[config.mk]
export PLATFORM = sky130hd
export DESIGN_NAME = vaft_skid
export DESIGN_NICKNAME = d
export VERILOG_FILES = /design/src/rtl/vaft_pkg.sv /design/src/rtl/vaft_skid.sv
export SDC_FILE = /design/constraint.sdc
export NUM_CORES = 1
export LEC_CHECK = 0
export BUFFER_PORTS_ARGS = -buffer_cell sky130_fd_sc_hd__buf_2
export CAP_MARGIN = 20
export CORE_AREA = 5 5 60 62
export CTS_CLUSTER_SIZE = 12
export DETAILED_ROUTE_END_ITERATION = 8
export DIE_AREA = 0 0 65 67
export GPL_TIMING_DRIVEN = 0
export PLACE_DENSITY = 0.71
export SLEW_MARGIN = 30
export SYNTH_ARGS = -nofsm -noshare
export SYNTH_HDL_FRONTEND = slang
export SYNTH_SLANG_ARGS = --single-unit
[constraint.sdc]
create_clock -name clk -period 2.1 [get_ports clk]
set_input_delay 0.105 -clock clk [delete_from_list [all_inputs] [get_ports clk]]
set_output_delay 0.105 -clock clk [all_outputs]
set_load 0.02 [all_outputs]
[src/rtl/vaft_pkg.sv]
// shared types, angle constants and arctangent table for the vector angle pipeline
// no dependencies; imported by every module of the block
`default_nettype none
package vaft_pkg;

    localparam int VAFT_COORD_WIDTH  = 16;
    localparam int VAFT_CORDIC_STEPS = 16;

    // cordic datapath widths: coordinates scaled to 2^47, growth stays below 2^49
    localparam int XW        = 51;
    localparam int ZW        = 27;
    localparam int SCALE_TOP = 48;
    localparam int TABLE_LEN = 24;
    localparam int ANG_W     = 16;

    // angles in unsigned q3.13 radians
    localparam logic [ANG_W-1:0] ANG_ZERO          = 16'd0;
    localparam logic [ANG_W-1:0] ANG_HALF_PI       = 16'd12868;
    localparam logic [ANG_W-1:0] ANG_PI            = 16'd25736;
    localparam logic [ANG_W-1:0] ANG_THREE_HALF_PI = 16'd38604;
    localparam logic [ANG_W-1:0] ANG_TWO_PI        = 16'd51472;
    localparam logic [ANG_W-1:0] ANG_MAX           = 16'd51471;

    // pi/2 in q.24
    localparam logic signed [ZW-1:0] ACC_HALF_PI = 27'sd26353589;

    // atan(2^-i) in q.24, rounded to nearest
    localparam logic signed [ZW-1:0] ATAN_TABLE [TABLE_LEN] = '{
        27'sd13176795, 27'sd7778716, 27'sd4110060, 27'sd2086331,
        27'sd1047214,  27'sd524117,  27'sd262123,  27'sd131069,
        27'sd65536,    27'sd32768,   27'sd16384,   27'sd8192,
        27'sd4096,     27'sd2048,    27'sd1024,    27'sd512,
        27'sd256,      27'sd128,     27'sd64,      27'sd32,
        27'sd16,       27'sd8,       27'sd4,       27'sd2
    };

    typedef enum logic [1:0] {
        QUAD_I   = 2'd0,
        QUAD_II  = 2'd1,
        QUAD_III = 2'd2,
        QUAD_IV  = 2'd3
    } quad_t;

    // per-word side information carried alongside the cordic registers
    typedef struct packed {
        logic              fixed;        // zero vector or on an axis
        logic [ANG_W-1:0]  fixed_angle;
        quad_t             quad;
    } vaft_ctx_t;

endpackage
`default_nettype wire

[src/rtl/vaft_skid.sv]
// output register with one skid entry; stalls the pipeline from a register
// depends on vaft_pkg
`default_nettype none
module vaft_skid
    import vaft_pkg::*;
(
    input  wire logic             clk,
    input  wire logic             rst_n,
    input  wire logic             in_valid,
    input  wire logic [ANG_W-1:0] in_angle,
    output logic                  advance,
    output logic                  out_valid_reg,
    input  wire logic             out_ready,
    output logic [ANG_W-1:0]      out_angle_reg
);

    logic             skid_valid_reg;
    logic [ANG_W-1:0] skid_angle_reg;
    logic             pop;
    logic             push;

    // pipeline moves only while the skid entry is free
    assign advance = !skid_valid_reg;
    assign pop     = out_valid_reg && out_ready;
    assign push    = advance && in_valid;

    always_ff @(posedge clk or negedge rst_n)
    begin
        if (!rst_n)
        begin
            out_valid_reg  <= 1'b0;
            skid_valid_reg <= 1'b0;
        end
        else if (skid_valid_reg)
        begin
            if (pop)
            begin
                skid_valid_reg <= 1'b0;
            end
        end
        else if (push)
        begin
            if (out_valid_reg && !pop)
            begin
                skid_valid_reg <= 1'b1;
            end
            else
            begin
                out_valid_reg <= 1'b1;
            end
        end
        else if (pop)
        begin
            out_valid_reg <= 1'b0;
        end
    end

    always_ff @(posedge clk)
    begin
        if (skid_valid_reg)
        begin
            if (pop)
            begin
                out_angle_reg <= skid_angle_reg;
            end
        end
        else if (push)
        begin
            if (out_valid_reg && !pop)
            begin
                skid_angle_reg <= in_angle;
            end
            else
            begin
                out_angle_reg <= in_angle;
            end
        end
    end

endmodule
`default_nettype wire

==> results.ini, run 1 <==
[status]
status = completed

[finish]
final_common_cell = buf_2
fin_cells = 158
fill_cells = 225
final_cell_mix = 37 x buf_2, 32 x edfxtp_1, 17 x dlygate4sd3_1, 16 x mux2_2, 5 x clkbuf_4
seqCellArea_sq_mm = 0.00101
area_growth_pct = 39.4
drive_gt1_frac = 0.544
multi_input_area_sq_um = 253
diodes = 0
fin_util = 0.597
final_nets = 144

[routing]
num_vias = 751
drt_wl_total_microns = 2280
wl_per_cell_microns = 14.5
drtIter0Drc = 14
drtPass1Iterations = 3
drcViolationCount = 0
vias_per_cell = 4.75
ant_nets = 0

[synthesis]
syn_area_per_cell_sq_um = 20.6
synth_top_area_cell = edfxtp_1
ys_warn_count = 0
synth_top_area_share = 0.753
synth_cell_types = 12
synth_area_sq_mm = 0.00128
synthCells = 62
synthTopCellsByArea = edfxtp_1 75%, mux2_2 14%, dfrtp_1 3.9%, buf_6 1.8%, nand2b_4 1.1%
synth-seq-area-share = 0.792
synth_seq_cells = 34
synth_fp_nets = 82

[clocking]
ctsResizeCount = 0
path_clk_slew_ns = 0.10
h-tree-depth = 2
clkLatencyLatePin_ns = 0.34
cts-root-buf = clkbuf_4
cts_buffer_depth = 2
cts_made_buffers = 5
post_cts_buffers = 0
clock_sink_count = 34
tritoncts = yes
cts_hold_buf = 17

[timing]
slew_viol_final = 0
skew_ns = 0.00805
tns_ns = 0
rsz0062_at_grt = no
period_needed_ns = 1.69
hold_viol = 0
fmax_mhz = 592
setup_viol = 0
tightest_slew_ns = 0.745
fin_ws_ns = 0.411
maxSlewHeadroom = 0.502
finalCritPeriodShare = 0.804

[floorplanning]
placementRows = 20
pin_count = 38
initial_core_util = 0.429
die_w_microns = 65
design.core.area_sq_mm = 0.00298
die_y_microns = 67
die_area_sq_mm = 0.00436

[global_routing]
grt_max_degree = 17
antenna_found_initial = 0
grt_pass1_wl_microns = 3610
grt_overflow = 0
grt_pass1_vias = 765
grt_use_total = 0.118

[power_and_ir_drop]
switching_share = 0.316
seq_power_share = 0.452
p_comb_frac = 0.345
power_frac_clock = 0.204
p_per_area_mw_per_mm2 = 1290
p_leak_nw = 0.700
p_switching_mw = 0.725
irDropWorstVdd_uv = 552
p_int_mw = 1.57
power_mw = 2.29

[hold_path]
hold_path.class = in2reg
min_path_cells = 2
whs_endpoint = skid_valid_reg
hold_path.startpoint = out_ready

[setup_path]
slowest_stage = nor3_4
startpoint_type = register
cp_max_fo = 16
cp_data_arrival_time_ns = 1.67
path_buf_inv = 1
rr_startpoint = skid_valid_reg
crit_type = reg2reg
endpoint_kind = register
crit_chain = buf_6 > nand2b_4 > nor3_4
path_delay_family = simple AND/OR/NAND/NOR gates
worstPathRequired_ns = 2.08
r2r-end = skid_angle_reg[0]
reg2regPathDepth = 3
critPathMaxStageDelay_ns = 0.58
r2r_slack_ns = 0.41

[place]
dp_hpwl_microns = 1530
io_buffers = 37
dpl.cell_count = 133
dp_slack_ns = 0.394
gp_congestion = 0.652

[flow_run]
cap_violations = 0

[cells in the mapped netlist (all sizes together)]
library cell and instances:
buf 2, nand2b 1, a21oi 2, mux2 16, o21ai 1, nand2 1, inv 2, edfxtp 32
and2b 1, nor3 1, a2bb2oi 1, dfrtp 2
[layer usage]
layer / vias to the layer above / routed length, microns / global-route usage
li1: 365 / - / -
met1: 360 / 938 / 0.123
met2: 19 / 1150 / 0.193
met3: 7 / 117 / 0.0438
met4: 0 / 78 / 0.0871
met5: - / 0 / 0
[per-stage QoR]
step,cell area (sq um),hold WS [ns]
after global placement,1510,-0.110
after global routing,1780,0.0248
after floorplan,1280,-0.191
after CTS,1780,0.0183
final,1780,0.0321
after detailed placement,1530,-0.106
[cells by family after synthesis]
| family | count (synthesis) | synth area share |
|---|---|---|
| flops | 34 | 0.792 |
| compound gates | 4 | 0.0186 |
| buf+inv | 4 | 0.0235 |
| simple gates | 4 | 0.0245 |
| mux | 16 | 0.141 |
[power groups by stage]
stage               logic [mW]  clock network [mW]  registers (mW)
floorplan                0.340                   0            1.23
global placement         0.720                   0            1.05
global route             0.851               0.500            1.05
finish                   0.790               0.467            1.04
CTS                      0.803               0.478            1.04
detailed placement       0.775                   0            1.05
[how the worst max path moves through the flow]
stage	start	end	slack, ns	depth (start not counted)
after global placement	skid_valid_reg	out_angle_reg[12]	-0.29	3
final	skid_valid_reg	skid_angle_reg[0]	0.41	3
after detailed placement	skid_valid_reg	skid_angle_reg[9]	0.39	3
after floorplan	skid_valid_reg	out_angle_reg[0]	0.13	3
after global routing	skid_valid_reg	skid_angle_reg[5]	0.31	3
after CTS	skid_valid_reg	skid_angle_reg[7]	0.38	3
[cell type report]
| type | instances | share of cell area |
|---|---|---|
| tap | 33 | 0.0232 |
| sequential | 34 | 0.568 |
| buffer | 2 | 0.0127 |
| timing repair buffer | 55 | 0.206 |
| inverter | 2 | 0.00422 |
| clock inverter | 3 | 0.0225 |
| clock buffer | 5 | 0.0211 |
| multi-input combinational | 24 | 0.142 |
No activity file was read; power rests on OpenSTA's default activity.
==> inputs of run 2 (changes only) <==
clock period = 1.5 ns   (was 2.1 ns; I/O delays follow)
==> run 2 against run 1 <==
Net effect:
- flip-flop and latch count unchanged
- non-clock buffer count increased by 6
- register-to-register slack got worse by 0.32 ns
- combinational power grew 66%
- maximum frequency increased by 20%
- critical endpoint unchanged
- largest cell class unchanged
==> results.ini, run 2 (synthesis results as in run 1) <==
[setup_path]
endpoint_kind = register
cp_max_fo = 8  ; -8
cp_data_arrival_time_ns = 1.46  ; -0.21 ns
worstPathRequired_ns = 1.54  ; -0.54 ns
crit_type = reg2reg
startpoint_type = register

[clocking]
ctsResizeCount = 0  ; unchanged
cts_buffer_depth = 2  ; unchanged
clkLatencyLatePin_ns = 0.32  ; -0.02 ns
clock_sink_count = 34  ; unchanged
cts-root-buf = clkbuf_4
cts_made_buffers = 5  ; unchanged
h-tree-depth = 2  ; unchanged
path_clk_slew_ns = 0.09  ; about the same
tritoncts = yes

[finish]
drive_gt1_frac = 0.565  ; +0.0209
final_cell_mix = 37 x buf_2, 32 x edfxtp_1, 17 x dlygate4sd3_1, 16 x mux2_2, 5 x clkbuf_4
diodes = 0  ; unchanged
final_common_cell = buf_2
area_growth_pct = 45.6
final_nets = 150  ; +4.2%

[hold_path]
hold_path.class = in2async

[timing]
fin_ws_ns = 0.0887  ; -0.323 ns
maxSlewHeadroom = 0.836  ; +0.334
hold_viol = 0  ; unchanged
finalCritPeriodShare = 0.941  ; +0.137
slew_viol_final = 0  ; unchanged
setup_viol = 0  ; unchanged
rsz0062_at_grt = no
tightest_slew_ns = 0.243  ; -0.502 ns
hold_slack_ns = 0.0583  ; +0.0262 ns
skew_ns = 0.00317  ; -0.00488 ns
period_needed_ns = 1.41  ; -0.277 ns
fmax_mhz = 709  ; +20%

[flow_run]
cap_violations = 0  ; unchanged

[global_routing]
use_met3 = 0.0422  ; -0.00169
gr-usage-met1 = 0.142  ; +0.0188
grt_pass1_wl_microns = 3970  ; +10%
grt_busiest_layer = met2
grt_use_total = 0.125  ; +0.00739
grt_pass1_vias = 807  ; +5.5%
grt_overflow = 0  ; unchanged
antenna_found_initial = 0  ; unchanged
grt_max_degree = 17  ; unchanged
globalRouteMet2Util = 0.213  ; +0.0204

[place]
dp_slack_ns = -0.250  ; -0.644 ns
dp_hpwl_microns = 1540  ; +0.51%
io_buffers = 37  ; unchanged
gp_congestion = 0.611  ; -6.2%

[floorplanning]
placementRows = 20  ; unchanged
pin_count = 38  ; unchanged
initial_core_util = 0.429  ; unchanged
design.core.area_sq_mm = 0.00298  ; unchanged
die_y_microns = 67  ; unchanged
die_area_sq_mm = 0.00436  ; unchanged
die_w_microns = 65  ; unchanged

[routing]
drtIter0Drc = 13  ; -1
num_vias = 769  ; +2.4%
wl_per_cell_microns = 14.8  ; +2.7%
drt_wl_total_microns = 2440  ; +6.6%
vias_per_cell = 4.69  ; -1.3%
drcViolationCount = 0  ; unchanged
drtPass1Iterations = 4  ; +1
ant_nets = 0  ; unchanged

[power_and_ir_drop]
p_leak_nw = 0.734  ; +4.8%
power_mw = 3.27  ; +43%
p_per_area_mw_per_mm2 = 1760  ; +36%
irDropWorstVdd_uv = 1100  ; +99%

[status]
status = completed

-- run 2: area by class of cell --
class	count	area, sq um
Clock buffer	7	55.1
Multi-Input combinational cell	24	264
Fill cell	224	1120
Sequential cell	34	1010
Clock inverter	1	5.00
Timing Repair Buffer	61	450
Tap cell	33	41.3
Buffer	2	22.5
Inverter	2	7.51
-- run 2: worst max-delay path: stages, from the launching register on --
cell and delay (ns):
dfrtp_1 0.42, buf_6 0.13, nand2b_4 0.16, nor3_4 0.21
clkbuf_16 0.21
-- run 2: power breakdown --
part	leakage (nW)	total, mW	switching [mW]	internal, mW
registers	0.321	1.46	0.0783	1.38
logic	0.378	1.31	0.692	0.620
clock network	0.0353	0.499	0.272	0.227
-- run 2: what timing repair did --
action | in CTS | in global routing
pin swaps | 2 | 1
cloned | 0 | 1
hold buffers | 17 | 0
buffers inserted | 4 | 2
endpoints found under the hold margin | 18 | 0
endpoints found under the setup margin | 32 | 15
-- run 2: final timing paths --
| check | start | endpoint | slack [ns] | cells past startpoint |
|---|---|---|---|---|
| worst max-delay path | skid_valid_reg | skid_angle_reg[0] | 0.09 | 4 |
| worst min-delay path | rst_n | out_valid_reg | 0.06 | 2 |
| worst max register to register | skid_valid_reg | skid_angle_reg[0] | 0.09 | 4 |
| worst min register to register | out_valid_reg | skid_valid_reg | 0.54 | 1 |
| max in group asynchronous | rst_n | out_valid_reg | 1.34 | 2 |
| min in group clk | out_ready | skid_valid_reg | 0.07 | 2 |
-- run 2: per-stage QoR --
stage / instances / instance area, sq um / TNS, ns / utilization
6_report: 164 / 1860 / 0 / 0.624
3_5_place_dp: 132 / 1530 / -5.34 / 0.515
5_1_grt: 164 / 1860 / 0 / 0.624
4_1_cts: 161 / 1820 / 0 / 0.611
2_1_floorplan: 62 / 1310 / -0.106 / -
3_3_place_gp: 132 / 1530 / -4.54 / 0.515
-- run 2: per-layer routing --
layer,routed length (microns),vias up
met2,1280,22
met4,38,0
met5,0,-
met3,121,5
met1,992,364
li1,-,378
