==> config.mk <==
export PLATFORM = sky130hd
export DESIGN_NAME = vaft_prep
export DESIGN_NICKNAME = d
export VERILOG_FILES = /design/src/rtl/vaft_pkg.sv /design/src/rtl/vaft_prep.sv
export SDC_FILE = /design/constraint.sdc
export NUM_CORES = 1
export LEC_CHECK = 0
export ABC_AREA = 1
export BUFFER_PORTS_ARGS = -buffer_cell sky130_fd_sc_hd__buf_2
export CORE_ASPECT_RATIO = 2
export CORE_MARGIN = 4
export CORE_UTILIZATION = 28
export CTS_BUF_LIST = sky130_fd_sc_hd__clkbuf_8
export DETAILED_ROUTE_END_ITERATION = 7
export PLACE_DENSITY = 0.55
export SYNTH_ARGS = -nofsm -noshare
export SYNTH_HDL_FRONTEND = slang
export SYNTH_SLANG_ARGS = --single-unit
export TNS_END_PERCENT = 5
==> constraint.sdc <==
create_clock -name clk -period 1.02 [get_ports clk]
set_clock_uncertainty 0.15 [all_clocks]
set_input_delay 0.102 -clock clk [delete_from_list [all_inputs] [get_ports clk]]
set_output_delay 0.102 -clock clk [all_outputs]
set_load 0.01 [all_outputs]
==> src/rtl/vaft_pkg.sv <==
// shared types, angle constants and arctangent table for the vector angle pipeline
// no dependencies; imported by every module of the block
`default_nettype none
package vaft_pkg;

    localparam int VAFT_COORD_WIDTH  = 16;
    localparam int VAFT_CORDIC_STEPS = 16;

    // cordic datapath widths: coordinates scaled to 2^47, growth stays below 2^49
    localparam int XW        = 51;
    localparam int ZW        = 27;
    localparam int SCALE_TOP = 48;
    localparam int TABLE_LEN = 24;
    localparam int ANG_W     = 16;

    // angles in unsigned q3.13 radians
    localparam logic [ANG_W-1:0] ANG_ZERO          = 16'd0;
    localparam logic [ANG_W-1:0] ANG_HALF_PI       = 16'd12868;
    localparam logic [ANG_W-1:0] ANG_PI            = 16'd25736;
    localparam logic [ANG_W-1:0] ANG_THREE_HALF_PI = 16'd38604;
    localparam logic [ANG_W-1:0] ANG_TWO_PI        = 16'd51472;
    localparam logic [ANG_W-1:0] ANG_MAX           = 16'd51471;

    // pi/2 in q.24
    localparam logic signed [ZW-1:0] ACC_HALF_PI = 27'sd26353589;

    // atan(2^-i) in q.24, rounded to nearest
    localparam logic signed [ZW-1:0] ATAN_TABLE [TABLE_LEN] = '{
        27'sd13176795, 27'sd7778716, 27'sd4110060, 27'sd2086331,
        27'sd1047214,  27'sd524117,  27'sd262123,  27'sd131069,
        27'sd65536,    27'sd32768,   27'sd16384,   27'sd8192,
        27'sd4096,     27'sd2048,    27'sd1024,    27'sd512,
        27'sd256,      27'sd128,     27'sd64,      27'sd32,
        27'sd16,       27'sd8,       27'sd4,       27'sd2
    };

    typedef enum logic [1:0] {
        QUAD_I   = 2'd0,
        QUAD_II  = 2'd1,
        QUAD_III = 2'd2,
        QUAD_IV  = 2'd3
    } quad_t;

    // per-word side information carried alongside the cordic registers
    typedef struct packed {
        logic              fixed;        // zero vector or on an axis
        logic [ANG_W-1:0]  fixed_angle;
        quad_t             quad;
    } vaft_ctx_t;

endpackage
`default_nettype wire

==> src/rtl/vaft_prep.sv <==
// input stage: absolute values, axis and quadrant detection, magnitude scaling
// depends on vaft_pkg
`default_nettype none
module vaft_prep
    import vaft_pkg::*;
#(
    parameter int COORD_WIDTH = VAFT_COORD_WIDTH
)
(
    input  wire logic                          clk,
    input  wire logic                          rst_n,
    input  wire logic                          en,
    input  wire logic                          in_valid,
    input  wire logic signed [COORD_WIDTH-1:0] re,
    input  wire logic signed [COORD_WIDTH-1:0] im,
    output logic                               valid_reg,
    output logic signed [XW-1:0]               x_reg,
    output logic signed [XW-1:0]               y_reg,
    output vaft_ctx_t                          ctx_reg
);

    localparam int SH = SCALE_TOP - COORD_WIDTH;

    logic [COORD_WIDTH-1:0] ax;
    logic [COORD_WIDTH-1:0] ay;
    logic signed [XW-1:0]   x_next;
    logic signed [XW-1:0]   y_next;
    vaft_ctx_t              ctx_next;
    logic                   re_zero;
    logic                   im_zero;

    // magnitude in coord_width bits unsigned covers the most negative code too
    assign ax = re[COORD_WIDTH-1] ? COORD_WIDTH'(-re) : COORD_WIDTH'(re);
    assign ay = im[COORD_WIDTH-1] ? COORD_WIDTH'(-im) : COORD_WIDTH'(im);

    assign x_next = $signed({{(XW-COORD_WIDTH){1'b0}}, ax} << SH);
    assign y_next = $signed({{(XW-COORD_WIDTH){1'b0}}, ay} << SH);

    assign re_zero = (re == '0);
    assign im_zero = (im == '0);

    always_comb
    begin
        ctx_next.fixed       = re_zero || im_zero;
        ctx_next.fixed_angle = ANG_ZERO;
        ctx_next.quad        = QUAD_I;
        if (re_zero && im_zero)
        begin
            ctx_next.fixed_angle = ANG_ZERO;
        end
        else if (re_zero)
        begin
            ctx_next.fixed_angle = im[COORD_WIDTH-1] ? ANG_THREE_HALF_PI : ANG_HALF_PI;
        end
        else if (im_zero)
        begin
            ctx_next.fixed_angle = re[COORD_WIDTH-1] ? ANG_PI : ANG_ZERO;
        end
        case ({re[COORD_WIDTH-1], im[COORD_WIDTH-1]})
            2'b00:   ctx_next.quad = QUAD_I;
            2'b10:   ctx_next.quad = QUAD_II;
            2'b11:   ctx_next.quad = QUAD_III;
            default: ctx_next.quad = QUAD_IV;
        endcase
    end

    always_ff @(posedge clk or negedge rst_n)
    begin
        if (!rst_n)
        begin
            valid_reg <= 1'b0;
        end
        else if (en)
        begin
            valid_reg <= in_valid;
        end
    end

    always_ff @(posedge clk)
    begin
        if (en)
        begin
            x_reg   <= x_next;
            y_reg   <= y_next;
            ctx_reg <= ctx_next;
        end
    end

endmodule
`default_nettype wire

==> qor.yml, run 1 <==
floorplan:
  die_h_um: 151
  die-area_um2: 12000
  die_w_um: 79.4
  row_count: 51
  start_util_pct: 29.0
  pin_count: 158
  core_region_area_um2: 9830
clocking:
  clkSinkCount: 41
  cts.clk_slew.worst_paths_ns: 0.08
  cts.path.max_buffers: 2
  post_cts_buffers: 0
  numCtsBuffers: 5
  clk_latency_ns: 0.30
  htreeDepth: 2
  cts_tree: "built"
  cts-root-buf: "clkbuf_8"
synth:
  synth_mux_area_share_pct: 0.395
  synth_cells: 314
  synthTopCellsByArea: "edfxtp_1 42%, buf_4 22%, nand2_1 7.4%, nand3_1 4.0%, inv_1 3.3%"
  ys_seq_area_share_pct: 43.0
  synth_fa_ha_area_share_pct: 1.76
  yosysTopAreaCell: "edfxtp_1"
  ys_ff_latch: 41
  synth_top_family_by_area: "buffers and inverters"
  synthSimpleGateAreaFrac_pct: 22.0
  ys_warn_count: 0
  synth_top_area_share_pct: 42.1
  synth_cell_type_count: 28
  avgSynthCellArea_um2: 9.08
  synth_xor_area_share_pct: 4.61
  syn_area_um2: 2850
  synth-compound-area-share_pct: 1.97
pwr:
  powerDensity_nw_per_um2: 1110
  p_leak_nw: 1.85
  worst_ir_drop_vdd_uv: 491
  power.total_mw: 4.14
drt:
  wl_met3_um: 450
  routed_wl_um: 6910
  wire_per_inst_um: 11.9
  wl_met1_um: 2100
  via_per_inst: 3.91
  topRoutingLayerUsed: "met4"
  drc_errors: 0
  dr_wl_met2_um: 4160
  via_count: 2267
  firstDrtPassIters: 4
  final_antenna_net_count: 0
  drt_iter0_drc: 54
global_route:
  grt_pass1_wl_um: 10600
  grt_overflow: 0
  grt_pass1_vias: 2244
  antenna_found_initial: 0
  grt_max_degree: 25
  grtUsageTotal_pct: 11.6
place:
  gp_congestion: 0.836
  dp_hpwl_um: 5810
  dp.cells: 562
  dpl_cell_area_um2: 3520
  place_ws_ns: -0.389
  port_buffers: 81
worst_setup_path:
  critical_path.top_delay_family: "flip-flops"
  slowest_stage: "edfxtp_1"
  cpPeakStageDelay_ns: 0.43
  ff2ff_setup_slack_ns: 0.13
  cp.required_ns: 0.77
  crit_path_end_kind: "output port"
  critPathBufInv: 1
  arrival_ns: 0.88
  cp_max_fo: 4
  cp-start-kind: "flip-flop"
  path_class: "flip-flop to output port"
  crit_path_cell_trace: "buf_2"
timing:
  rsz0062_at_grt: "true"
  drv_slew: 0
  hold_viol: 0
  worst_slack_ns: -0.116
  fin_crit_sh_pct: 111
  fmax_mhz: 880
  finalSetupViolCount: 47
  fin_crit_ns: 1.14
finish:
  nets: 487
  final_core_util_pct: 38.1
  layout_commonest_cell: "buf_2"
  final_cell_mix: "80 x buf_2, 76 x conb_1, 52 x nand2_1"
  area.growth.synth_to_final_pct: 31.2
  diodes: 0
  design_area_um2: 3740
  drive_gt1_share_pct: 39.3
  finalNonFillerCells: 580
  n_fill_cell: 1073
status:
  violations: "negative setup slack"
  outcome: "complete, but fails checks"
flow_run:
  max_cap_viol_count: 0
min_path:
  worstHoldPathType: "input pin to flip-flop"
metrics by stage:
stage          hold WS (ns)  setup TNS, ns
2_1_floorplan        -0.344         -0.805
3_3_place_gp         -0.273          -8.63
3_5_place_dp         -0.272          -9.27
4_1_cts            -0.00188          -3.40
5_1_grt             0.00999          -4.77
6_report            0.00605          -2.20
layer usage:
metal | up-vias | GRT usage, %
li1 | 1112 | -
met1 | 1043 | 10.4
met2 | 101 | 23.7
met3 | 11 | 2.04
met4 | 0 | 5.77
met5 | - | 0
cell type report:
cell class                 count  area [um2]  share of cell area (%)
inverter                      29         134                    3.58
multi-input combinational    234        1240                    33.0
sequential                    41        1230                    32.8
clock buffer                   5        68.8                    1.84
timing repair buffer         136         898                    24.0
clock inverter                 3        12.5                   0.334
tap                          132         165                    4.41
synth_stat cells (all sizes together):
| master | n |
|---|---|
| nor3 | 4 |
| mux2 | 1 |
| nand4 | 1 |
| ha | 4 |
| o21ai | 9 |
| nand3b | 3 |
| nand3 | 25 |
| dfrtp | 1 |
| conb | 1 |
| xnor2 | 5 |
| xor2 | 10 |
| nor2 | 33 |
| edfxtp | 40 |
| or2 | 1 |
| o21bai | 1 |
| buf | 85 |
| nand2 | 61 |
| inv | 29 |
worst paths after layout:
kind	end	start	cells after the start
worst max register to register	valid_reg$_DFFE_PN0P_	valid_reg$_DFFE_PN0P_	1
max in group asynchronous	valid_reg$_DFFE_PN0P_	rst_n	3
min in group asynchronous	valid_reg$_DFFE_PN0P_	rst_n	3
worst max-delay path	ctx_reg[14]	ctx_reg[14]$_SDFFCE_PP0P_	1
worst min register to register	valid_reg$_DFFE_PN0P_	valid_reg$_DFFE_PN0P_	1
worst min-delay path	x_reg[38]$_DFFE_PP_	re[6]	2
power breakdown:
group | switching (mW) | total [mW] | leakage, nW | internal, mW
sequential | 0.0378 | 2.06 | 0.400 | 2.03
clock | 0.571 | 1.03 | 0.0430 | 0.462
combinational | 0.616 | 1.04 | 1.41 | 0.424
kinds of logic (layout without fill, tap and decap cells):
logic type | after synthesis | count (layout)
simple gates | 128 | 128
buf+inv | 114 | 173
flops | 41 | 41
xor+xnor | 15 | 15
compound gates | 10 | 10
fa+ha+maj | 4 | 4
other cells | 1 | 76
mux | 1 | 1
repair_timing:
item / CTS / global route
hold buffers: 10 / 0
setup endpoints to repair: 54 / 62
pin swaps: 2 / 1
endpoints found under the hold margin: 10 / 0
gates cloned: 0 / 0
gates resized for setup: 2 / 11
Note: power is estimated with default switching activity, not from simulation.
==> run 2, diff against run 1 <==
Settings changed: ABC_AREA 1 to unset, PLACE_DENSITY 0.55 to 0.56.
==> qor.yml, run 2 <==
global_route:
  use_met2_pct: 21.2  # -2.6 points
  grt_overflow: 0  # unchanged
  grtUsageTotal_pct: 11.1  # -0.54 points
  grt.met3_usage_pct: 2.87  # +0.84 points
  grt_pass1_wl_um: 8910  # -16%
  met1_usage_pct: 10.1  # -0.24 points
  grt_pass1_vias: 1919  # -14%
  grt-busiest-layer: "met2"
  antenna_found_initial: 0  # unchanged
  grt_max_degree: 18  # -28%
finish:
  final_cell_mix: "78 x buf_2, 76 x conb_1, 46 x buf_4"
  diodes: 0  # unchanged
  nets: 409  # -16%
  final_core_util_pct: 38.6  # +0.57 points
  area.growth.synth_to_final_pct: 35.4
  layout_commonest_cell: "buf_2"
  drive_gt1_share_pct: 44.3  # +5.0 points
synth:
  ys_warn_count: 0  # unchanged
  synth_top_area_share_pct: 46.7  # +4.6 points
  ys_seq_area_share_pct: 47.7  # +4.7 points
  syn_area_um2: 2570  # -9.8%
  ys_ff_latch: 41  # unchanged
  synth_cell_type_count: 31  # +11%
  yosysTopAreaCell: "edfxtp_1"
  synth_edf_count: 40  # unchanged
  avgSynthCellArea_um2: 11.0  # +21%
  synthTopCellsByArea: "edfxtp_1 47%, buf_4 24%, xnor2_1 8.5%, ha_1 1.9%, nand2_1 1.9%"
  async_flop_share_pct: 2.44  # unchanged
  synth_common_cells: "81 x buf_4, 40 x edfxtp_1, 25 x xnor2_1"
  synth.most_common_cell: "buf_4"
  synth_cells: 234  # -25%
  ys.flop_type: "edfxtp_1"
min_path:
  worstHoldPathType: "input pin to flip-flop"
  hold_start: "en"
  hold_depth: 1  # -1
  hold_end: "x_reg[42]$_DFFE_PP_"
worst_setup_path:
  cp_max_fo: 2  # -2
  path_class: "input pin to flip-flop"
  cp-start-kind: "input pin"
  ff2ff_path_depth: 1  # unchanged
  crit-reg2reg-capture: "valid_reg$_DFFE_PN0P_"
  crit_path_cell_trace: "buf_6 > or4_4 > or4_4 > o21ai_2 > xnor2_1"
  rr_startpoint: "valid_reg$_DFFE_PN0P_"
  crit_top_cell: "or4_4"
  cp.required_ns: 0.94  # +0.17 ns
  ff2ff_setup_slack_ns: 0.12  # about the same
  arrival_ns: 1.38  # +0.50 ns
  crit_path_end_kind: "flip-flop"
  slowest_stage: "or4_4"
  cpPeakStageDelay_ns: 0.54  # +0.11 ns
status:
  outcome: "complete, but fails checks"
  violations: "negative setup slack"
clocking:
  clk_latency_ns: 0.30  # about the same
  cts-root-buf: "clkbuf_8"
  htreeDepth: 2  # unchanged
  cts.clk_slew.worst_paths_ns: 0.08  # about the same
  numCtsBuffers: 5  # unchanged
  cts_tree: "built"
  clkSinkCount: 41  # unchanged
  cts.path.max_buffers: 2  # unchanged
  post_cts_buffers: 0  # unchanged
timing:
  rsz0062_at_grt: "true"
  hold_viol: 0  # unchanged
  drv_slew: 0  # unchanged
  fin_crit_ns: 1.46  # +0.325 ns
  fmax_mhz: 684  # -22%
  finalSetupViolCount: 70  # +49%
  worst_slack_ns: -0.441  # -0.325 ns
  fin_crit_sh_pct: 143  # +32 points
drt:
  via_count: 1914  # -16%
  via_per_inst: 4.06  # +3.7%
  routed_wl_um: 6110  # -12%
  drc_errors: 0  # unchanged
  wire_per_inst_um: 12.9  # +8.7%
  drt_iter0_drc: 42  # -22%
  final_antenna_net_count: 0  # unchanged
  firstDrtPassIters: 4  # unchanged
floorplan:
  pin_count: 158  # unchanged
  die_w_um: 75.8  # -4.5%
  die-area_um2: 10900  # -9.1%
  core_region_area_um2: 9010  # -8.3%
  row_count: 49  # -3.9%
  die_h_um: 144  # -4.8%
  start_util_pct: 28.5  # -0.47 points
pwr:
  swShare_pct: 27.8  # -1.8 points
  p_seq_share_pct: 46.9  # -3.0 points
  p_leak_nw: 1.61  # -13%
  clkPwrFrac_pct: 30.8  # +5.8 points
  powerDensity_nw_per_um2: 1270  # +15%
  internal_power_mw: 3.19  # +9.5%
  switchingPower_mw: 1.23  # +0.14%
  comb_power_share_pct: 22.3  # -2.8 points
  worst_ir_drop_vdd_uv: 540  # +10%
flow_run:
  max_cap_viol_count: 0  # unchanged
place:
  port_buffers: 81  # unchanged
  dp_hpwl_um: 4940  # -15%
  gp_congestion: 0.827  # -1.0%
  place_ws_ns: -0.768  # -0.379 ns
-- run 2: cell type report --
cell class | count | area (um2)
Fill cell | 923 | 5530
Sequential cell | 41 | 1230
Multi-Input combinational cell | 176 | 1100
Timing Repair Buffer | 136 | 882
Tap cell | 102 | 128
Clock buffer | 5 | 68.8
Clock inverter | 3 | 46.3
Inverter | 9 | 33.8
-- run 2: metal layers --
metal	part of all wire, %	vias up	wire length [um]
met4	2.6	0	159
met3	9.0	10	552
li1	-	916	-
met1	30	881	1840
met5	0	-	0
met2	58	107	3560
-- run 2: critical path, delay by kind of cell --
family,cells,cell delay [ns]
simple gates,2,0.97
xor+xnor,1,0.07
buf+inv,1,0.09
compound gates,1,0.14
-- run 2: what timing repair did --
action                                 4_1_cts  5_1_grt
setup endpoints to repair                   71       72
pin swaps                                    6        9
endpoints found under the hold margin        4        0
hold buffers                                 5        0
resized for setup                           22       14
-- run 2: power groups by stage --
stage	sequential [mW]	combinational, mW	clock, mW
finish	2.07	0.984	1.36
detailed placement	2.11	0.920	0
CTS	2.08	0.973	1.41
global placement	2.11	0.908	0
floorplan	2.20	0.544	0
global route	2.09	1.08	1.47
-- run 2: worst max path at each step --
stage | from | end | cells past startpoint
2_1_floorplan | im[10] | y_reg[46]$_DFFE_PP_ | 4
3_3_place_gp | im[10] | y_reg[46]$_DFFE_PP_ | 5
3_5_place_dp | im[10] | y_reg[46]$_DFFE_PP_ | 5
4_1_cts | im[10] | y_reg[46]$_DFFE_PP_ | 5
5_1_grt | im[10] | y_reg[46]$_DFFE_PP_ | 5
6_report | im[10] | y_reg[46]$_DFFE_PP_ | 5
-- run 2: kinds of logic after synthesis --
| kind of cell | after synthesis | share of synthesized area, % |
|---|---|---|
| xor gates and xnor gates | 26 | 8.85 |
| muxes | 1 | 0.438 |
| and+or+nand+nor | 48 | 10.3 |
| buffers and inverters | 92 | 25.2 |
| AOI/OAI and AO/OA | 21 | 5.40 |
| adders and majority gates | 4 | 1.95 |
| other | 1 | 0.146 |
| DFF | 41 | 47.7 |
-- run 2: through the flow --
stage | std cells | instance area (um2) | setup TNS [ns] | hold slack [ns] | total power, mW
final | 472 | 3480 | -7.06 | 0.0179 | 4.42
after global placement | 459 | 3170 | -16.34 | -0.272 | 3.02
after floorplan | 309 | 2850 | -7.58 | -0.344 | 2.75
after detailed placement | 459 | 3170 | -16.94 | -0.271 | 3.03
after CTS | 472 | 3440 | -8.11 | 0.00381 | 4.46
after global routing | 472 | 3480 | -10.08 | 0.00734 | 4.65
