$ cat src/rtl/vaft_pkg.sv
// shared types, angle constants and arctangent table for the vector angle pipeline
// no dependencies; imported by every module of the block
`default_nettype none
package vaft_pkg;

    localparam int VAFT_COORD_WIDTH  = 16;
    localparam int VAFT_CORDIC_STEPS = 16;

    // cordic datapath widths: coordinates scaled to 2^47, growth stays below 2^49
    localparam int XW        = 51;
    localparam int ZW        = 27;
    localparam int SCALE_TOP = 48;
    localparam int TABLE_LEN = 24;
    localparam int ANG_W     = 16;

    // angles in unsigned q3.13 radians
    localparam logic [ANG_W-1:0] ANG_ZERO          = 16'd0;
    localparam logic [ANG_W-1:0] ANG_HALF_PI       = 16'd12868;
    localparam logic [ANG_W-1:0] ANG_PI            = 16'd25736;
    localparam logic [ANG_W-1:0] ANG_THREE_HALF_PI = 16'd38604;
    localparam logic [ANG_W-1:0] ANG_TWO_PI        = 16'd51472;
    localparam logic [ANG_W-1:0] ANG_MAX           = 16'd51471;

    // pi/2 in q.24
    localparam logic signed [ZW-1:0] ACC_HALF_PI = 27'sd26353589;

    // atan(2^-i) in q.24, rounded to nearest
    localparam logic signed [ZW-1:0] ATAN_TABLE [TABLE_LEN] = '{
        27'sd13176795, 27'sd7778716, 27'sd4110060, 27'sd2086331,
        27'sd1047214,  27'sd524117,  27'sd262123,  27'sd131069,
        27'sd65536,    27'sd32768,   27'sd16384,   27'sd8192,
        27'sd4096,     27'sd2048,    27'sd1024,    27'sd512,
        27'sd256,      27'sd128,     27'sd64,      27'sd32,
        27'sd16,       27'sd8,       27'sd4,       27'sd2
    };

    typedef enum logic [1:0] {
        QUAD_I   = 2'd0,
        QUAD_II  = 2'd1,
        QUAD_III = 2'd2,
        QUAD_IV  = 2'd3
    } quad_t;

    // per-word side information carried alongside the cordic registers
    typedef struct packed {
        logic              fixed;        // zero vector or on an axis
        logic [ANG_W-1:0]  fixed_angle;
        quad_t             quad;
    } vaft_ctx_t;

endpackage
`default_nettype wire

$ cat src/rtl/vaft_finish.sv
// final angle: clamp and round the accumulator, fold in the quadrant
// depends on vaft_pkg
`default_nettype none
module vaft_finish
    import vaft_pkg::*;
(
    input  wire logic signed [ZW-1:0] z,
    input  wire vaft_ctx_t            ctx,
    output logic [ANG_W-1:0]          angle
);

    localparam int CW_Z = ZW - 2;

    logic [CW_Z-1:0]   z_clamped;
    logic [CW_Z:0]     z_round;
    logic [ANG_W-1:0]  a_raw;
    logic [ANG_W-1:0]  a;
    logic [ANG_W-1:0]  quad_angle;

    always_comb
    begin
        if (z[ZW-1])
        begin
            z_clamped = '0;
        end
        else if (z > ACC_HALF_PI)
        begin
            z_clamped = ACC_HALF_PI[CW_Z-1:0];
        end
        else
        begin
            z_clamped = z[CW_Z-1:0];
        end
    end

    // round half up from q.24 to q3.13
    assign z_round = {1'b0, z_clamped} + (CW_Z+1)'(1024);
    assign a_raw   = ANG_W'(z_round[CW_Z:11]);
    assign a       = (a_raw > ANG_HALF_PI) ? ANG_HALF_PI : a_raw;

    always_comb
    begin
        case (ctx.quad)
            QUAD_I:   quad_angle = a;
            QUAD_II:  quad_angle = ANG_PI - a;
            QUAD_III: quad_angle = ANG_PI + a;
            QUAD_IV:  quad_angle = ANG_TWO_PI - a;
            default:  quad_angle = a;
        endcase
        if (ctx.fixed)
        begin
            angle = ctx.fixed_angle;
        end
        else if (quad_angle > ANG_MAX)
        begin
            angle = ANG_MAX;
        end
        else
        begin
            angle = quad_angle;
        end
    end

endmodule
`default_nettype wire

$ cat config.mk
export PLATFORM = sky130hd
export DESIGN_NAME = vaft_finish
export DESIGN_NICKNAME = d
export VERILOG_FILES = /design/src/rtl/vaft_pkg.sv /design/src/rtl/vaft_finish.sv
export SDC_FILE = /design/constraint.sdc
export NUM_CORES = 1
export LEC_CHECK = 0
export ABC_AREA = 1
export BUFFER_PORTS_ARGS = -buffer_cell sky130_fd_sc_hd__buf_2
export CORE_MARGIN = 1.5
export CORE_UTILIZATION = 40
export DETAILED_ROUTE_END_ITERATION = 12
export MAX_ROUTING_LAYER = met4
export SLEW_MARGIN = 25
export SYNTH_ARGS = -nofsm -noshare
export SYNTH_HDL_FRONTEND = slang
export SYNTH_SLANG_ARGS = --single-unit
$ cat constraint.sdc
create_clock -name vclk -period 7.8
set_clock_uncertainty 0.05 [all_clocks]
set_input_delay 0.39 -clock vclk [all_inputs]
set_output_delay 0.39 -clock vclk [all_outputs]
set_load 0.02 [all_outputs]
==> out/results.env, run 1 <==
DPL-INSTANCE-AREA_UM2=2710
FINAL_LAYOUT_SIZE_SUFFIX_GT1_SHARE_PCT=21.9
FINAL_HOLD_VIOLATIONS=0
INITIAL_UTIL_PCT=42.5
GRT_SETUP_UNREPAIRED='false'
TIMING.MAX_CAP.VIOLATIONS=0
GRT_PASS1_WL_MM=12.3
FINALINSTANCEAREA_UM2=2710
OUTCOME='finished, final reports clean'
MAXSLEWHEADROOM_PCT=67.6
CRITPATHARRIVALTIME_NS=5.49
WIRE_PER_INST_UM=11.5
TIMING_WORST_SETUP_PATH_TYPE='in -> out'
DIEWIDTH_UM=80.2
POST_SYNTH_MAIN_AREA_CONTRIBUTORS='nand2_1 (25%), nand3_1 (12%), inv_1 (9.8%)'
INITIAL_ANTENNA_VIOLATION_COUNT=0
ROUTABILITYCONGESTION=0.917
DESIGN.CORE.AREA_UM2=5610
SYNTH.YOSYS.SEQ_AREA_SHARE_PCT=0
PLACED_CELLS=610
FIN_SETUP_TNS_NS=0
SYN_NETS=543
WORSTSETUPSTARTPOINTTYPE='primary input'
NUM_ROWS=27
ANTENNA_CELLS=0
IO-PIN-COUNT=62
DETAIL_ROUTE.FIRST_PASS.ITERATIONS=5
P_TOTAL_mW=0.160
P_LEAK_nW=1.50
MAX_FREQ_MHz=169
REGAREA_UM2=0
VDD_DROP_MAX_mV=0.0300
WORST_PIN_SLEW_NS=0.484
POST-SYNTH-TOP-AREA-FRACTION_PCT=25.2
HPWLAFTERDP_MM=6.05
MAXIMUM_NUMBER_OF_PINS_ON_ONE_NET_BEFORE_GLOBAL_ROUTE_REPAIR=25
CTS.HOLD.BUFFERS_ADDED=0
FINALWORSTPATHREQUIREDPERIOD_NS=5.93
FIRST_ITER_VIOLATIONS=175
DETAIL_ROUTE.DRC_VIOLATIONS=0
SYNTH_TOP_AREA_CELL='nand2_1'
SYNTHESIS.INSTANCES=487
LAYOUT.CELLS.NON_FILLER=610
IO_BUFFERS=62
NETS=596
SYN_TO_FINAL_GROWTH_PCT=13.7
FINAL_LAYOUT_FILL_CELL_COUNT=666
FINALHOLDWORSTSLACK_NS=1.04
CTS_SETUP_BUFFERS=0
ANTENNA_LEFT=0
NUMBER_OF_CLOCK_BUFFER_INSTANCES_IN_THE_LAYOUT=0
ROUTE.FINAL.WIRE_LENGTH_MM=7.03
DIE_AREA_UM2=6420
CRITICAL_PATH.MAX_FANOUT=23
CPPEAKSTAGEDELAY_NS=0.32
PATH_COMMON_CELL='nand2_1'
GLOBALROUTEOVERFLOWTOTAL=0
MIN_PERIOD_OVER_PERIOD_PCT=76.1
N_SEQUENTIAL_CELL=0
GROUTE.USAGE.OVERALL_PCT=23.5
VIAS_IN_THE_FIRST_GLOBAL_ROUTE=2799
POST_SYNTH_NUM_CELL_TYPES=43
SYNTH-WARNING-COUNT=0
FINAL-SETUP-VIOL-COUNT=0
NETLIST_AREA_UM2=2380
CRITICAL_PATH_REQUIRED_NS=7.36
TIMING_MAX_TRANSITION_VIOLATIONS_FINAL=0
END_KIND='output port'
POST_DRT_VIA_CELL_RATIO=5.08
NUM_VIAS=3096
WORSTHOLDPATHTYPE='in -> out'
CPMAXSTAGEDELAYCELL='ha_1'
DIE-HEIGHT_UM=80.2
POSTCTSRESIZEDCELLS=0
POWER_PER_CELL_AREA_nW_PER_UM2=59.2
AVGSYNTHCELLAREA_UM2=4.89
==> report_power, final <==
part           leakage (nW)  total [mW]  switching [mW]  internal [mW]
logic                  1.50       0.160           0.104         0.0559
clock network             0           0               0              0
registers                 0           0               0              0
==> layout make-up <==
cell class | instances | area (µm²) | share of cell area [%]
well taps | 72 | 90.1 | 3.33
multi-input cells | 402 | 2030 | 74.8
inverters | 74 | 282 | 10.4
repair buffers | 62 | 310 | 11.5
==> path summary, 6_finish.rpt <==
kind / start / end / cells after the start
hold / removal: ctx[9] / angle[7] / 4
setup / recovery: z[26] / angle[4] / 39
==> through the flow <==
step | utilization [%] | setup slack, ns
detailed placement | 48.3 | 1.84
CTS | 48.3 | 1.83
global placement | 48.3 | 1.99
floorplan | - | 2.89
global route | 48.3 | 1.18
finish | 48.3 | 1.87
==> worst max-delay path, delay by kind of cell <==
family,cells,cell delay (ns)
AOI/OAI and AO/OA,3,0.66
buffers and inverters,6,0.68
adders and majority gates,2,0.58
and+or+nand+nor,28,3.17
==> placed cells by master, fill, tap and decap left out, drive strengths merged <==
master	n
nand2	173
a21boi	1
o211ai	1
ha	10
a22oi	1
clkinv	3
buf	62
nand4	12
and2	1
a21oi	32
a211o	1
nor2	70
inv	71
nand3	60
a311oi	1
o21ai	17
or2	1
a31oi	3
nand3b	5
o21bai	2
xor2	2
nor3	7
o22ai	1
and3	1
==> kinds of logic (layout without fill, tap and decap cells) <==
group | Yosys count | after routing | synth area share, %
xor gates and xnor gates | 2 | 2 | 0.736
AOI/OAI and AO/OA | 60 | 60 | 15.4
adders and majority gates | 10 | 10 | 5.25
buffers and inverters | 85 | 136 | 14.9
and+or+nand+nor | 330 | 330 | 63.7
==> per-layer routing <==
layer	vias up	GRT usage, %	routed length [µm]
met4	0	4.14	121
li1	1669	-	-
met5	-	-	0
met2	135	44.2	3460
met3	8	0	434
met1	1284	28.5	3020
==> synth_stat cells, types with 6 or more instances <==
cell     count
o21ai_0     13
nor2_1      56
nor2_2      10
inv_1       62
inv_2        8
ha_1        10
nor3_1       6
nand2_2     12
nand4_1     10
nand3_1     56
a21oi_1     24
nand2_1    160
a21oi_2      8
Note: power is estimated with default switching activity, not from simulation.
==> inputs of run 2 (changes only) <==
Clock period 7.8 ns to 6 ns, I/O delays scaled along.
==> out/results.env, run 2 (synthesis gave the netlist of run 1 again) <==
OUTCOME='finished, final reports clean'
FINALHOLDWORSTSLACK_NS=0.863
DIE_AREA_UM2=6420
SEQ_POWER_SHARE_PCT=0
DIE-HEIGHT_UM=80.2
ANTENNA_LEFT=0
ROUTE.FINAL.WIRE_LENGTH_MM=6.92
POST_DRT_VIA_CELL_RATIO=5.08
FINAL_LAYOUT_SIZE_SUFFIX_GT1_SHARE_PCT=22.3
MAX_FREQ_MHz=188
TIMING_MAX_TRANSITION_VIOLATIONS_FINAL=0
PRECTSSETUPSLACK_NS=0.478
SYN_TO_FINAL_GROWTH_PCT=14.4
P_TOTAL_mW=0.209
IO-PIN-COUNT=62
ROUTABILITYCONGESTION=0.905
FINALWORSTPATHREQUIREDPERIOD_NS=5.32
POWER_PER_CELL_AREA_nW_PER_UM2=76.9
FINALINSTANCEAREA_UM2=2720
WORSTSETUPSTARTPOINTTYPE='primary input'
PLACED_CELLS=611
GROUTE.USAGE.OVERALL_PCT=22.5
FINAL-SETUP-VIOL-COUNT=0
END_KIND='output port'
GLOBALROUTEOVERFLOWTOTAL=0
NUM_ROWS=27
N_SEQUENTIAL_CELL=0
DESIGN.CORE.AREA_UM2=5610
WIRE_PER_INST_UM=11.3
REGAREA_UM2=0
ANTENNA_CELLS=0
NUMBER_OF_CLOCK_BUFFER_INSTANCES_IN_THE_LAYOUT=0
LAYOUT_SETUP_WS_NS=0.680
POSTLAYOUTCOREUTIL_PCT=48.6
FINAL_LAYOUT_FILL_CELL_COUNT=642
WORST_PIN_SLEW_NS=0.482
PATH_COMMON_CELL='nand2_1'
DETAIL_ROUTE.DRC_VIOLATIONS=0
TIMING_WORST_SETUP_PATH_TYPE='in -> out'
CRITPATHARRIVALTIME_NS=4.97
VIAS_IN_THE_FIRST_GLOBAL_ROUTE=2770
FINAL_CELL_MIX='nand2_1 (160), inv_1 (62), buf_2 (62)'
SWITCHING_POWER_mW=0.136
NUM_VIAS=3104
PWR-SHARE-CLK_PCT=0
FIN_SETUP_TNS_NS=0
WORSTHOLDPATHTYPE='in -> out'
GRT_PASS1_WL_MM=11.7
CRITICAL_PATH_REQUIRED_NS=5.65
DIEWIDTH_UM=80.2
MAXSLEWHEADROOM_PCT=67.8
TIMING.MAX_CAP.VIOLATIONS=0
CPMAXSTAGEDELAYCELL='ha_1'
FIRST_ITER_VIOLATIONS=205
INTPOWER_mW=0.0736
COMBPWRFRAC_PCT=100.0
MAXIMUM_NUMBER_OF_PINS_ON_ONE_NET_BEFORE_GLOBAL_ROUTE_REPAIR=25
INITIAL_UTIL_PCT=42.5
IO_BUFFERS=62
MULTI_INPUT_AREA_UM2=2030
NETS=597
HPWLAFTERDP_MM=5.99
VDD_DROP_MAX_mV=0.0446
GRT_SETUP_UNREPAIRED='false'
MIN_PERIOD_OVER_PERIOD_PCT=88.7
LAYOUT.CELLS.NON_FILLER=611
DPL-INSTANCE-AREA_UM2=2720
P_SW_SHARE_PCT=64.8
FINAL_COMMON_CELL='nand2_1'
CTS.HOLD.BUFFERS_ADDED=0
FINAL_HOLD_VIOLATIONS=0
DETAIL_ROUTE.FIRST_PASS.ITERATIONS=5
CRITICAL_PATH.MAX_FANOUT=15
P_LEAK_nW=1.51
CPPEAKSTAGEDELAY_NS=0.33
INITIAL_ANTENNA_VIOLATION_COUNT=0
==> run 2: cell count changes in the layout (fill, tap and decap cells not counted) <==
cell / previous run / this run
nand2_2: 12 / 11
a21oi_1: 24 / 23
nand2_4: 1 / 2
buf_4: 0 / 1
a21oi_2: 8 / 9
==> run 2: worst paths after layout <==
path,start,endpoint,slack (ns),depth (start not counted)
setup / recovery,z[26],angle[4],0.68,39
hold / removal,ctx[12],angle[10],0.86,4
==> run 2: layout make-up <==
cell class,count,share of cell area (%)
repair buffers,63,11.7
inverters,74,10.3
well taps,72,3.31
multi-input cells,402,74.7
==> run 2: what timing repair did <==
item                                    CTS  global route
endpoints found under the setup margin    0            14
setup buffers                             0             0
gates resized for setup                   0             2
==> run 2: layer usage <==
layer / vias to the layer above / share of wire, % / track usage [%]
met1: 1319 / 45 / 26.5
met4: 0 / 2.1 / 6.38
li1: 1672 / - / -
met2: 101 / 48 / 41.3
met3: 12 / 4.3 / 0.568
met5: - / 0 / -
==> run 2: power by group through the flow <==
stage | clock network, mW | registers [mW] | logic (mW)
2_1_floorplan | 0 | 0 | 0.154
3_3_place_gp | 0 | 0 | 0.207
3_5_place_dp | 0 | 0 | 0.207
4_1_cts | 0 | 0 | 0.208
5_1_grt | 0 | 0 | 0.236
6_report | 0 | 0 | 0.209
==> run 2: worst max-delay path, delay by kind of cell <==
family,cells,cell delay [ns]
compound gates,3,0.52
buf+inv,6,0.64
fa+ha+maj,2,0.57
simple gates,28,2.92
==> inputs of run 3 (changes only) <==
Settings changed: PLACE_DENSITY set to 0.7.
==> out/results.env, run 3 (synthesis gave the netlist of run 1 again) <==
OUTCOME='finished, final reports clean'
DETAIL_ROUTE.FIRST_PASS.ITERATIONS=4
FIRST_ITER_VIOLATIONS=163
TIMING_WORST_SETUP_PATH_TYPE='in -> out'
WORST_PIN_SLEW_NS=0.466
DIE-HEIGHT_UM=80.2
FINAL_CELL_MIX='nand2_1 (160), inv_1 (62), buf_2 (62)'
ANTENNA_LEFT=0
POWER_PER_CELL_AREA_nW_PER_UM2=77.6
MIN_PERIOD_OVER_PERIOD_PCT=90.1
VDD_DROP_MAX_mV=0.0454
PLACED_CELLS=610
INITIAL_ANTENNA_VIOLATION_COUNT=0
MAXIMUM_NUMBER_OF_PINS_ON_ONE_NET_BEFORE_GLOBAL_ROUTE_REPAIR=25
TIMING.MAX_CAP.VIOLATIONS=0
ROUTABILITYCONGESTION=0.966
VIAS_IN_THE_FIRST_GLOBAL_ROUTE=2907
FIN_SETUP_TNS_NS=0
PATH_COMMON_CELL='nand2_1'
CRITPATHARRIVALTIME_NS=5.06
FINAL_HOLD_VIOLATIONS=0
REGAREA_UM2=0
MAX_FREQ_MHz=185
SYN_TO_FINAL_GROWTH_PCT=14.6
ROUTE.FINAL.WIRE_LENGTH_MM=7.05
ANTENNA_CELLS=0
GRT_PASS1_WL_MM=12.1
MAXSLEWHEADROOM_PCT=68.8
GLOBALROUTEOVERFLOWTOTAL=0
WORSTHOLDPATHTYPE='in -> out'
INITIAL_UTIL_PCT=42.5
CRITICAL_PATH.MAX_FANOUT=23
FINAL-SETUP-VIOL-COUNT=0
NUM_ROWS=27
IO_BUFFERS=62
DETAIL_ROUTE.DRC_VIOLATIONS=0
P_LEAK_nW=1.51
CTS.HOLD.BUFFERS_ADDED=0
FINAL_COMMON_CELL='nand2_1'
N_SEQUENTIAL_CELL=0
FINALWORSTPATHREQUIREDPERIOD_NS=5.41
TIMING_MAX_TRANSITION_VIOLATIONS_FINAL=0
CPPEAKSTAGEDELAY_NS=0.34
GRT_SETUP_UNREPAIRED='false'
DIEWIDTH_UM=80.2
HPWLAFTERDP_MM=6.06
WIRE_PER_INST_UM=11.6
NUM_VIAS=3155
WORSTSETUPSTARTPOINTTYPE='primary input'
P_TOTAL_mW=0.212
IO-PIN-COUNT=62
FINAL_LAYOUT_SIZE_SUFFIX_GT1_SHARE_PCT=22.5
GROUTE.USAGE.OVERALL_PCT=23.0
DIE_AREA_UM2=6420
DESIGN.CORE.AREA_UM2=5610
CPMAXSTAGEDELAYCELL='ha_1'
POST_DRT_VIA_CELL_RATIO=5.17
NUMBER_OF_CLOCK_BUFFER_INSTANCES_IN_THE_LAYOUT=0
LAYOUT.CELLS.NON_FILLER=610
CRITICAL_PATH_REQUIRED_NS=5.65
NETS=596
END_KIND='output port'
[run 3: final timing paths]
| kind | from | endpoint | slack, ns | cells past startpoint |
|---|---|---|---|---|
| max | z[26] | angle[4] | 0.59 | 41 |
| min | ctx[11] | angle[9] | 0.86 | 4 |
[run 3: what timing repair did]
action	4_1_cts	5_1_grt
endpoints found under the setup margin	0	14
resized for setup	0	5
buffers inserted	0	0
[run 3: per-stage QoR]
step	cell area, µm²	hold WS (ns)	util, %	worst slack, ns
6_report	2730	0.861	48.6	0.591
2_1_floorplan	2380	0.725	-	1.27
5_1_grt	2730	0.882	48.6	0.00290
4_1_cts	2710	0.863	48.3	0.210
3_5_place_dp	2710	0.862	48.3	0.209
3_3_place_gp	2710	0.861	48.3	0.400
[run 3: where the power goes]
| group | total, mW | switching (mW) | leakage (nW) | internal, mW |
|---|---|---|---|---|
| Combinational | 0.212 | 0.138 | 1.51 | 0.0736 |
| Sequential | 0 | 0 | 0 | 0 |
| Clock | 0 | 0 | 0 | 0 |
[run 3: final cells by class]
cell class                 count  area [µm²]
fill                         630        2880
multi-input combinational    402        2050
timing repair buffer          62         310
inverter                      74         282
tap                           72        90.1
[run 3: critical path: cells and delay by family]
family / cells / cell delay [ns]
adder cells (fa/ha/maj): 2 / 0.56
AND/OR/NAND/NOR: 32 / 3.32
AO/OA/AOI/OAI: 1 / 0.22
buffers and inverters: 6 / 0.67
[run 3: metal layers]
layer / vias up / track usage [%] / share of wire, %
met2: 116 / 43.9 / 49
met1: 1356 / 26.0 / 43
met5: - / - / 0
met3: 13 / 0.795 / 5.3
met4: 0 / 6.21 / 2.2
li1: 1670 / - / -
